### src/rtl/lvlp_pkg.sv
// Package for the label/value line parser: widths, field codes, the line
// record passed from front to back, and the value conversion helpers.
// No dependencies.
package lvlp_pkg;

  localparam int LABEL_CHARS = 8;
  localparam int VALUE_CHARS = 15;
  localparam int LLEN_W = $clog2(LABEL_CHARS + 1);
  localparam int VCNT_W = $clog2(VALUE_CHARS + 1);

  localparam logic [7:0] CH_TAB = 8'h09;
  localparam logic [7:0] CH_LF = 8'h0A;
  localparam logic [15:0] WARN_MASK = 16'h0F63;

  // Common start of the three inverter output labels.
  localparam logic [55:0] LBL_AC_PREFIX = "AC_OUT_";

  localparam logic [4:0] FC_V_C = 5'd0;
  localparam logic [4:0] FC_VPV = 5'd1;
  localparam logic [4:0] FC_PPV = 5'd2;
  localparam logic [4:0] FC_I = 5'd3;
  localparam logic [4:0] FC_H19 = 5'd4;
  localparam logic [4:0] FC_H20 = 5'd5;
  localparam logic [4:0] FC_H21 = 5'd6;
  localparam logic [4:0] FC_H22 = 5'd7;
  localparam logic [4:0] FC_H23 = 5'd8;
  localparam logic [4:0] FC_ERR = 5'd9;
  localparam logic [4:0] FC_CS_C = 5'd10;
  localparam logic [4:0] FC_V_INV = 5'd11;
  localparam logic [4:0] FC_AC_V = 5'd12;
  localparam logic [4:0] FC_AC_I = 5'd13;
  localparam logic [4:0] FC_AC_S = 5'd14;
  localparam logic [4:0] FC_WARN = 5'd15;
  localparam logic [4:0] FC_AR = 5'd16;
  localparam logic [4:0] FC_CS_I = 5'd17;
  localparam logic [4:0] FC_MODE = 5'd18;

  typedef enum logic [1:0] {
    SCAN_SKIP = 2'd0,
    SCAN_SIGN = 2'd1,
    SCAN_DIGITS = 2'd2,
    SCAN_DONE = 2'd3
  } scan_t;

  // One completed, matched line handed from the front end to the back end.
  typedef struct packed {
    logic [4:0]  code;
    logic [31:0] mag;
    logic        neg;
    logic        ovf;
  } line_t;

  // Eight characters packed, first character in the low byte.
  function automatic logic [63:0] str8(input logic [63:0] s, input int len);
    logic [63:0] r;
    r = '0;
    for (int i = 0; i < 8; i++) begin
      if (i < len) r[i*8 +: 8] = s[(len-1-i)*8 +: 8];
    end
    return r;
  endfunction

  function automatic logic [7:0] pack_mask(input logic [15:0] v);
    return {v[11], v[10], v[9], v[8], v[6], v[5], v[1], v[0]};
  endfunction

endpackage

### src/rtl/lvlp_front.sv
// Front end of the line parser: collects the label, scans the value and
// matches the label on LF. Depends on lvlp_pkg.
module lvlp_front (
  input  logic                 clk,
  input  logic                 rst_n,
  input  logic                 device_kind,
  input  logic                 in_valid,
  output logic                 in_ready,
  input  logic [7:0]           in_data_byte,
  output logic                 q_valid,
  input  logic                 q_ready,
  output lvlp_pkg::line_t      q_line
);
  import lvlp_pkg::*;

  logic                   phase_r, phase_nxt;
  logic [LABEL_CHARS-1:0][7:0] lab_r, lab_nxt;
  logic [LLEN_W-1:0]      llen_r, llen_nxt;
  logic                   ltl_r, ltl_nxt;
  logic [31:0]            mag_r, mag_nxt;
  logic                   neg_r, neg_nxt;
  logic                   ovf_r, ovf_nxt;
  logic [VCNT_W-1:0]      vcnt_r, vcnt_nxt;
  scan_t                  scan_r, scan_nxt;

  logic       take, is_digit, is_ws, hit;
  logic [4:0] code;
  logic [35:0] m10;
  logic [63:0] lab8;

  assign in_ready = q_ready;
  assign take = in_valid & in_ready;
  assign is_digit = (in_data_byte >= "0") && (in_data_byte <= "9");
  assign is_ws = (in_data_byte == " ") || (in_data_byte == CH_TAB) ||
                 (in_data_byte == 8'h0B) || (in_data_byte == 8'h0C) ||
                 (in_data_byte == 8'h0D);
  assign m10 = {mag_r, 3'b000} + {2'b00, mag_r, 1'b0} + {28'd0, in_data_byte - 8'h30};

  always_comb begin
    lab8 = '0;
    for (int i = 0; i < 8 && i < LABEL_CHARS; i++) lab8[i*8 +: 8] = lab_r[i];
  end

  // Label lookup against the table of the selected device kind.
  always_comb begin
    hit = 1'b1;
    code = FC_V_C;
    if (ltl_r) hit = 1'b0;
    else if (!device_kind) begin
      if (llen_r == 1 && lab8 == str8("V", 1)) code = FC_V_C;
      else if (llen_r == 3 && lab8 == str8("VPV", 3)) code = FC_VPV;
      else if (llen_r == 3 && lab8 == str8("PPV", 3)) code = FC_PPV;
      else if (llen_r == 1 && lab8 == str8("I", 1)) code = FC_I;
      else if (llen_r == 3 && lab8 == str8("H19", 3)) code = FC_H19;
      else if (llen_r == 3 && lab8 == str8("H20", 3)) code = FC_H20;
      else if (llen_r == 3 && lab8 == str8("H21", 3)) code = FC_H21;
      else if (llen_r == 3 && lab8 == str8("H22", 3)) code = FC_H22;
      else if (llen_r == 3 && lab8 == str8("H23", 3)) code = FC_H23;
      else if (llen_r == 3 && lab8 == str8("ERR", 3)) code = FC_ERR;
      else if (llen_r == 2 && lab8 == str8("CS", 2)) code = FC_CS_C;
      else hit = 1'b0;
    end else begin
      if (llen_r == 1 && lab8 == str8("V", 1)) code = FC_V_INV;
      else if (llen_r == 8 && lab8 == str8({LBL_AC_PREFIX, "V"}, 8)) code = FC_AC_V;
      else if (llen_r == 8 && lab8 == str8({LBL_AC_PREFIX, "I"}, 8)) code = FC_AC_I;
      else if (llen_r == 8 && lab8 == str8({LBL_AC_PREFIX, "S"}, 8)) code = FC_AC_S;
      else if (llen_r == 4 && lab8 == str8("WARN", 4)) code = FC_WARN;
      else if (llen_r == 2 && lab8 == str8("AR", 2)) code = FC_AR;
      else if (llen_r == 2 && lab8 == str8("CS", 2)) code = FC_CS_I;
      else if (llen_r == 4 && lab8 == str8("MODE", 4)) code = FC_MODE;
      else hit = 1'b0;
    end
  end

  assign q_valid = in_valid & phase_r & (in_data_byte == CH_LF) & hit;
  assign q_line = '{code: code, mag: mag_r, neg: neg_r, ovf: ovf_r};

  always_comb begin
    phase_nxt = phase_r;
    lab_nxt = lab_r;
    llen_nxt = llen_r;
    ltl_nxt = ltl_r;
    mag_nxt = mag_r;
    neg_nxt = neg_r;
    ovf_nxt = ovf_r;
    vcnt_nxt = vcnt_r;
    scan_nxt = scan_r;
    if (!phase_r) begin
      if (in_data_byte == CH_TAB) begin
        phase_nxt = 1'b1;
        mag_nxt = '0;
        neg_nxt = 1'b0;
        ovf_nxt = 1'b0;
        vcnt_nxt = '0;
        scan_nxt = SCAN_SKIP;
      end else if (llen_r < LLEN_W'(LABEL_CHARS)) begin
        lab_nxt[llen_r[$clog2(LABEL_CHARS)-1:0]] = in_data_byte;
        llen_nxt = llen_r + 1'b1;
      end else begin
        ltl_nxt = 1'b1;
      end
    end else if (in_data_byte == CH_LF) begin
      phase_nxt = 1'b0;
      lab_nxt = '0;
      llen_nxt = '0;
      ltl_nxt = 1'b0;
      mag_nxt = '0;
      neg_nxt = 1'b0;
      ovf_nxt = 1'b0;
      vcnt_nxt = '0;
      scan_nxt = SCAN_SKIP;
    end else if (vcnt_r < VCNT_W'(VALUE_CHARS)) begin
      vcnt_nxt = vcnt_r + 1'b1;
      if (is_digit && (scan_r != SCAN_DONE)) begin
        scan_nxt = SCAN_DIGITS;
        if (!ovf_r) begin
          if (m10[35:32] != 4'd0) begin
            ovf_nxt = 1'b1;
            mag_nxt = '1;
          end else begin
            mag_nxt = m10[31:0];
          end
        end
      end else begin
        case (scan_r)
          SCAN_SKIP: begin
            if (is_ws) scan_nxt = SCAN_SKIP;
            else if (in_data_byte == "+") scan_nxt = SCAN_SIGN;
            else if (in_data_byte == "-") begin
              neg_nxt = 1'b1;
              scan_nxt = SCAN_SIGN;
            end else scan_nxt = SCAN_DONE;
          end
          SCAN_SIGN, SCAN_DIGITS: scan_nxt = SCAN_DONE;
          default: scan_nxt = SCAN_DONE;
        endcase
      end
    end
  end

  always_ff @(posedge clk) begin
    if (!rst_n) begin
      phase_r <= 1'b0;
      lab_r <= '0;
      llen_r <= '0;
      ltl_r <= 1'b0;
      mag_r <= '0;
      neg_r <= 1'b0;
      ovf_r <= 1'b0;
      vcnt_r <= '0;
      scan_r <= SCAN_SKIP;
    end else if (take) begin
      phase_r <= phase_nxt;
      lab_r <= lab_nxt;
      llen_r <= llen_nxt;
      ltl_r <= ltl_nxt;
      mag_r <= mag_nxt;
      neg_r <= neg_nxt;
      ovf_r <= ovf_nxt;
      vcnt_r <= vcnt_nxt;
      scan_r <= scan_nxt;
    end
  end
endmodule

### src/rtl/lvlp_queue.sv
// Two-entry queue of matched lines between the front and back ends.
// Depends on lvlp_pkg.
module lvlp_queue (
  input  logic            clk,
  input  logic            rst_n,
  input  logic            wr_valid,
  output logic            wr_ready,
  input  lvlp_pkg::line_t wr_line,
  output logic            rd_valid,
  input  logic            rd_ready,
  output lvlp_pkg::line_t rd_line
);
  import lvlp_pkg::*;

  line_t      mem_r [2];
  logic       wp_r, rp_r;
  logic [1:0] cnt_r;
  logic       push, pop;

  assign wr_ready = (cnt_r != 2'd2);
  assign rd_valid = (cnt_r != 2'd0);
  assign rd_line = mem_r[rp_r];
  assign push = wr_valid & wr_ready;
  assign pop = rd_valid & rd_ready;

  always_ff @(posedge clk) begin
    if (push) mem_r[wp_r] <= wr_line;
  end

  always_ff @(posedge clk) begin
    if (!rst_n) begin
      wp_r <= 1'b0;
      rp_r <= 1'b0;
      cnt_r <= 2'd0;
    end else begin
      if (push) wp_r <= ~wp_r;
      if (pop) rp_r <= ~rp_r;
      cnt_r <= cnt_r + {1'b0, push} - {1'b0, pop};
    end
  end
endmodule

### src/rtl/lvlp_back.sv
// Back end of the line parser: converts a matched line's value by field code
// into the output register. Depends on lvlp_pkg.
module lvlp_back (
  input  logic               clk,
  input  logic               rst_n,
  input  logic               q_valid,
  output logic               q_ready,
  input  lvlp_pkg::line_t    q_line,
  output logic               out_valid,
  input  logic               out_ready,
  output logic [4:0]         out_field_code,
  output logic signed [16:0] out_field_value
);
  import lvlp_pkg::*;

  logic              vld_r;
  logic [4:0]        code_r;
  logic signed [16:0] val_r, val_nxt;
  logic [31:0]       u;
  logic [15:0]       s16, a16, q16;
  logic              sneg;
  logic [33:0]       prod;

  assign q_ready = !vld_r || out_ready;
  assign out_valid = vld_r;
  assign out_field_code = code_r;
  assign out_field_value = val_r;

  always_comb begin
    if (q_line.ovf) u = '1;
    else if (q_line.neg) u = 32'd0 - q_line.mag;
    else u = q_line.mag;
    // Signed clamp to 32 bits, then low 16 bits.
    if (q_line.ovf) s16 = q_line.neg ? 16'h0000 : 16'hFFFF;
    else if (q_line.neg) s16 = q_line.mag[31] && (q_line.mag[30:0] != '0) ?
                              16'h0000 : 16'(32'd0 - q_line.mag);
    else s16 = q_line.mag[31] ? 16'hFFFF : q_line.mag[15:0];
  end

  // Divide by 10 via reciprocal multiply (exact for 16-bit operands).
  always_comb begin
    sneg = 1'b0;
    a16 = u[15:0];
    if (q_line.code == FC_I) begin
      sneg = s16[15];
      a16 = sneg ? 16'(16'd0 - s16) : s16;
    end
    prod = {18'd0, a16} * 34'd52429;
    q16 = prod[34-1:19] > 15'h7FFF ? 16'hFFFF : {1'b0, prod[33:19]};
  end

  always_comb begin
    case (q_line.code)
      FC_VPV: val_nxt = {1'b0, q16};
      FC_I: val_nxt = sneg ? 17'(-$signed({1'b0, q16})) : {1'b0, q16};
      FC_ERR, FC_CS_C, FC_AC_I, FC_CS_I, FC_MODE: val_nxt = {9'd0, u[7:0]};
      FC_WARN, FC_AR: val_nxt = {9'd0, pack_mask(u[15:0])};
      default: val_nxt = {1'b0, u[15:0]};
    endcase
  end

  always_ff @(posedge clk) begin
    if (q_valid && q_ready) begin
      code_r <= q_line.code;
      val_r <= val_nxt;
    end
  end

  always_ff @(posedge clk) begin
    if (!rst_n) vld_r <= 1'b0;
    else if (q_ready) vld_r <= q_valid;
  end
endmodule

### src/rtl/label_value_line_parser_top.sv
// Top level of the label/value line parser.
// Depends on lvlp_pkg, lvlp_front, lvlp_queue and lvlp_back.

// The parser takes one byte of a "label<TAB>value<LF>" text stream per
// transfer and accepts one byte every cycle while its line queue has room.
// The front end keeps up to eight label characters and scans the value like
// strtoul/strtol; at LF it matches the label against the table chosen by the
// device kind register and queues the line. The back end converts the value
// for the matched field and holds it in the output register, so a result
// appears only after the line has passed through the queue. Unknown labels
// produce no result. The rate is set by the two-entry queue: while the output
// is stalled, bytes keep flowing until one matched line sits in the output
// register and two more wait in the queue; from then on every byte waits.
// Write the device kind only while the parser is idle.
module label_value_line_parser_top (
  input  logic               clk,
  input  logic               rst_n,
  input  logic               cfg_valid,
  output logic               cfg_ready,
  input  logic               cfg_device_kind,
  input  logic               in_valid,
  output logic               in_ready,
  input  logic [7:0]         in_data_byte,
  output logic               out_valid,
  input  logic               out_ready,
  output logic [4:0]         out_field_code,
  output logic signed [16:0] out_field_value
);
  import lvlp_pkg::*;

  logic  kind_r;
  logic  fq_valid, fq_ready, qb_valid, qb_ready;
  line_t fq_line, qb_line;

  assign cfg_ready = 1'b1;

  always_ff @(posedge clk) begin
    if (!rst_n) kind_r <= 1'b0;
    else if (cfg_valid) kind_r <= cfg_device_kind;
  end

  lvlp_front u_front (
    .clk, .rst_n, .device_kind(kind_r), .in_valid, .in_ready, .in_data_byte,
    .q_valid(fq_valid), .q_ready(fq_ready), .q_line(fq_line)
  );

  lvlp_queue u_queue (
    .clk, .rst_n, .wr_valid(fq_valid), .wr_ready(fq_ready), .wr_line(fq_line),
    .rd_valid(qb_valid), .rd_ready(qb_ready), .rd_line(qb_line)
  );

  lvlp_back u_back (
    .clk, .rst_n, .q_valid(qb_valid), .q_ready(qb_ready), .q_line(qb_line),
    .out_valid, .out_ready, .out_field_code, .out_field_value
  );
endmodule
### config.mk
export PLATFORM = sky130hd
export DESIGN_NAME = label_value_line_parser_top
export DESIGN_NICKNAME = d
export VERILOG_FILES = /design/src/rtl/lvlp_pkg.sv /design/src/rtl/lvlp_front.sv /design/src/rtl/lvlp_queue.sv /design/src/rtl/lvlp_back.sv /design/src/rtl/label_value_line_parser_top.sv
export SDC_FILE = /design/constraint.sdc
export NUM_CORES = 1
export LEC_CHECK = 0
export BUFFER_PORTS_ARGS = -buffer_cell sky130_fd_sc_hd__buf_4
export CAP_MARGIN = 15
export CORE_ASPECT_RATIO = 1.1
export CORE_MARGIN = 5
export CORE_UTILIZATION = 50
export DETAILED_ROUTE_END_ITERATION = 10
export PLACE_DENSITY_LB_ADDON = 0.15
export SLEW_MARGIN = 20
export SYNTH_ARGS = -nofsm -noshare
export SYNTH_HDL_FRONTEND = slang
export SYNTH_HIERARCHICAL = 1
export SYNTH_SLANG_ARGS = --single-unit
### constraint.sdc
create_clock -name clk -period 9.6 [get_ports clk]
set_input_delay 1.92 -clock clk [delete_from_list [all_inputs] [get_ports clk]]
set_output_delay 1.92 -clock clk [all_outputs]
set_load 0.01 [all_outputs]
==> run summary <==
In this run the critical register-to-register path is captured at u_back/out_field_value[14]. The most repeated library cell on the critical path is buf_4. The share of the cycle needed by the critical path after routing came out at 101%. The final critical path time including I/O delays and setup is 9.69 ns.

The count of yosys warnings during synthesis is 6. The pin count of the biggest net entering global routing is 85. The height of the die came out at 215 um.

The post-cts hold buffer count is 0. The initial utilization of the core area, before any placement, comes to 50.2%. A synthesized cell averages 9.23 sq um. The HPWL after detailed placement is 45.8 mm.

For hold timing, the worst endpoint is u_front/lab8[14]. The final reports fail on negative setup slack. STA classifies the critical path endpoint as a flip-flop. Max-cap violations in this run came to 0. The synthesized netlist occupies a cell area of 19000 sq um. The boundary pin count came out at 39.

The die extent in x came out at 196 um. The type of origin of the critical path is a flip-flop. The async set-reset flop share out of synthesis came out at 0%. Setup repair after global routing could not meet its margin everywhere. The final layout contains 2587 nets. The largest area contributor in the synthesized netlist is edfxtp_1. Along the worst path, the maximum fanout reaches 8. The maximum frequency from static timing analysis is 103 MHz. In this run, the number of DRC markers left after iteration 0 of detailed routing was 1241. At the end of routability-driven placement, the weighted congestion stood at 0.973. The hold-critical path depth came out at 2. The kind of critical path is reg2reg. The number of global-route vias before repair is 16800. The largest single stage delay on the critical path is 0.57 ns.

Synthesis produced 2062 cells. The area of the core is 37900 sq um. The share of synthesized area occupied by flip-flops and latches is 28.1%. TritonCTS created 24 clock buffers. The first global-routing pass estimated 92.7 mm of wire. The number of sinks driven by the clock tree is 217.

The length in cells of the worst reg-to-reg path came out at 40. Relative to the synthesized area, the layout overhead comes to 21.7%. Once routing completed, OpenROAD measured the worst setup slack at -0.0853 ns.

The net count after synthesis came out at 2359. The overall die area is 42100 sq um. In the global route stage, overall resource usage came out at 27.4%. The initial antenna violation count is 0.

Ranked by instance count, the synthesized netlist is headed by ha_1 (204), inv_1 (162), nand2_1 (148). The wire length per cell after detailed routing is 21.3 um. The top cell type's share of synthesized area came out at 15.8%.

The clock edge transition at the registers on the reported setup and hold paths came out at 0.06 ns. The port buffer count is 37. The H-tree depth reported by CTS is 1.

The placement-stage cell area came out at 21300 sq um. On the final layout, the worst clock skew is 0.0279 ns. The number of hold violations in the final report is 0. Summed over all layers, the routed wires come to 59.7 mm. The root buffer cell chosen for the clock tree is clkbuf_16. At the pin with the least slew margin, the transition time is 1.03 ns. Setup violations remaining at the end of the flow were counted as 3.

The number of vias per cell came out at 6.03. The classification of the worst-slack hold path is reg2reg. The number of optimization iterations in the first detailed-route pass is 5. The most used flip-flop cell after synthesis is dfxtp_1. The clock latency on the worst-skew pair came out at 0.55 ns. The headroom to the max-slew limit is 30.6%. The flow ran to the end, but the final reports show violations. Sorting the synthesized cells by area gives the leading types as edfxtp_1 (16%), ha_1 (13%), dfxtp_1 (12%). The share of post-route cells with drive strength above 1 came out at 23.1%. The number of antenna-violating nets in the routed design came out at 0. The required time at the worst-slack endpoint came out at 9.89 ns.

The via count of the routed design came out at 16900. TritonCTS built the clock tree. The residual DRC count came out at 0. The critical path data arrival time is 9.97 ns. The maximum count of clock buffers along a single path is 3. For flop-to-flop paths, the worst setup slack is -0.09 ns. The total count of max-transition violations in the final report is 0. The floorplan row count came out at 75. Yosys mapped the design onto 105 distinct sky130hd cell types. The number of flops mapped to enable cells by yosys came out at 100. Once layout is done, the placed cells without fillers occupy 23200 sq um. Among all cell types in the netlist, the one instantiated most often is ha_1. The residual overflow from global routing came out at 0.

The worst hold path begins at u_front/lab8[14]. The largest individual stage delay along the critical path comes from the cell fa_2. The antenna cell count came out at 0. The flip-flop and latch count after synthesis came out at 217.
==> through the flow <==
stage / TNS (ns) / util [%] / cells / setup slack (ns) / hold slack (ns)
after global routing: -3.57 / 61.1 / 2808 / -0.453 / 0.509
after detailed placement: -3.34 / 56.1 / 2718 / -0.414 / 0.488
after global placement: -2.65 / 56.1 / 2718 / -0.291 / 0.469
final: -0.207 / 61.1 / 2808 / -0.0853 / 0.495
after floorplan: 0 / - / 2062 / 0.00649 / 0.438
after CTS: 0 / 60.2 / 2803 / 0.000234 / 0.496
==> cell type report <==
cell class / count / area (sq um)
Fill cell: 3354 / 14700
Multi-Input combinational cell: 1587 / 13400
Sequential cell: 217 / 5350
Timing Repair Buffer: 297 / 2390
Clock buffer: 37 / 694
Tap cell: 500 / 626
Inverter: 163 / 612
Clock inverter: 7 / 105
==> timing repair <==
item,CTS,global route
setup buffers,38,9
gates cloned,3,0
pin swaps,76,37
setup endpoints to repair,12,16
resized for setup,81,66
==> metal layers <==
metal	track usage [%]	part of all wire [%]	up-vias
met5	0	0	-
met4	15.9	6.7	0
met3	2.78	4.4	174
met2	45.4	47	524
met1	34.8	41	8147
li1	-	-	8079
==> worst max-delay path: cells and delay by family, from the launching register on <==
| kind | cells | cell delay, ns |
|---|---|---|
| adder cells (fa/ha/maj) | 6 | 2.59 |
| multiplexers | 1 | 0.34 |
| AO/OA/AOI/OAI | 12 | 2.43 |
| flip-flops | 1 | 0.40 |
| buffers and inverters | 11 | 1.56 |
| AND/OR/NAND/NOR | 10 | 2.11 |
==> cells by family (layout without fill, tap and decap cells) <==
| family | after synthesis | count (layout) | synth area share (%) |
|---|---|---|---|
| and+or+nand+nor | 631 | 631 | 18.0 |
| AOI/OAI and AO/OA | 535 | 535 | 19.6 |
| adders and majority gates | 283 | 283 | 21.7 |
| buffers and inverters | 258 | 504 | 5.44 |
| DFF | 217 | 217 | 28.1 |
| xor gates and xnor gates | 83 | 83 | 3.82 |
| muxes | 54 | 54 | 3.33 |
| other | 1 | 1 | 0.0197 |
==> sequential cells by signal, indices dropped and copies added, names as in the netlist, 4 cells and up, named ones only <==
signal                  count
u_front/llen_r              4
u_front/vcnt_r              4
u_back/out_field_code       5
u_front/mag_r              32
u_front/lab8               64
u_back/out_field_value     17
u_queue/mem_r              78
==> layout by cell type, fill, tap and decap left out, drive strengths merged, types with 7 or more instances in the layout <==
cell    netlist  routed
nand2       148     148
mux2         44      44
a311oi       19      19
a21oi       139     139
and2         20      20
nor4         39      39
a211oi       13      13
or3          17      17
and3         25      25
o21ai        87      87
nand2b       18      18
o21a         16      16
a32oi        61      61
clkbuf       76      37
or4          14      14
mux2i        10      10
a21boi       19      19
fa           79      79
edfxtp      100     100
xnor2        48      48
buf          19     296
o41ai         7       7
dfxtp       117     117
or2          13      13
nor2b        73      73
a22oi        10      10
a31oi        14      14
o211ai       22      22
nor2        100     100
o31ai        12      12
nand4        30      30
nor4b         9       9
inv         162     164
nor3         39      39
nand3        51      51
ha          204     204
a21o         41      41
o21bai       10      10
nor3b         7       7
xor2         35      35
==> how the worst max path moves through the flow <==
stage	slack (ns)	to	cells after the start
3_3_place_gp	-0.29	u_back/out_field_value[15]	33
4_1_cts	0.0002	u_back/out_field_value[15]	37
2_1_floorplan	0.006	u_back/out_field_value[9]	35
5_1_grt	-0.45	u_back/out_field_value[15]	39
6_report	-0.09	u_back/out_field_value[14]	40
3_5_place_dp	-0.41	u_back/out_field_value[15]	34
Power is not shown: default switching activity piles up to over one toggle a cycle in this logic, so the estimate is an artifact.
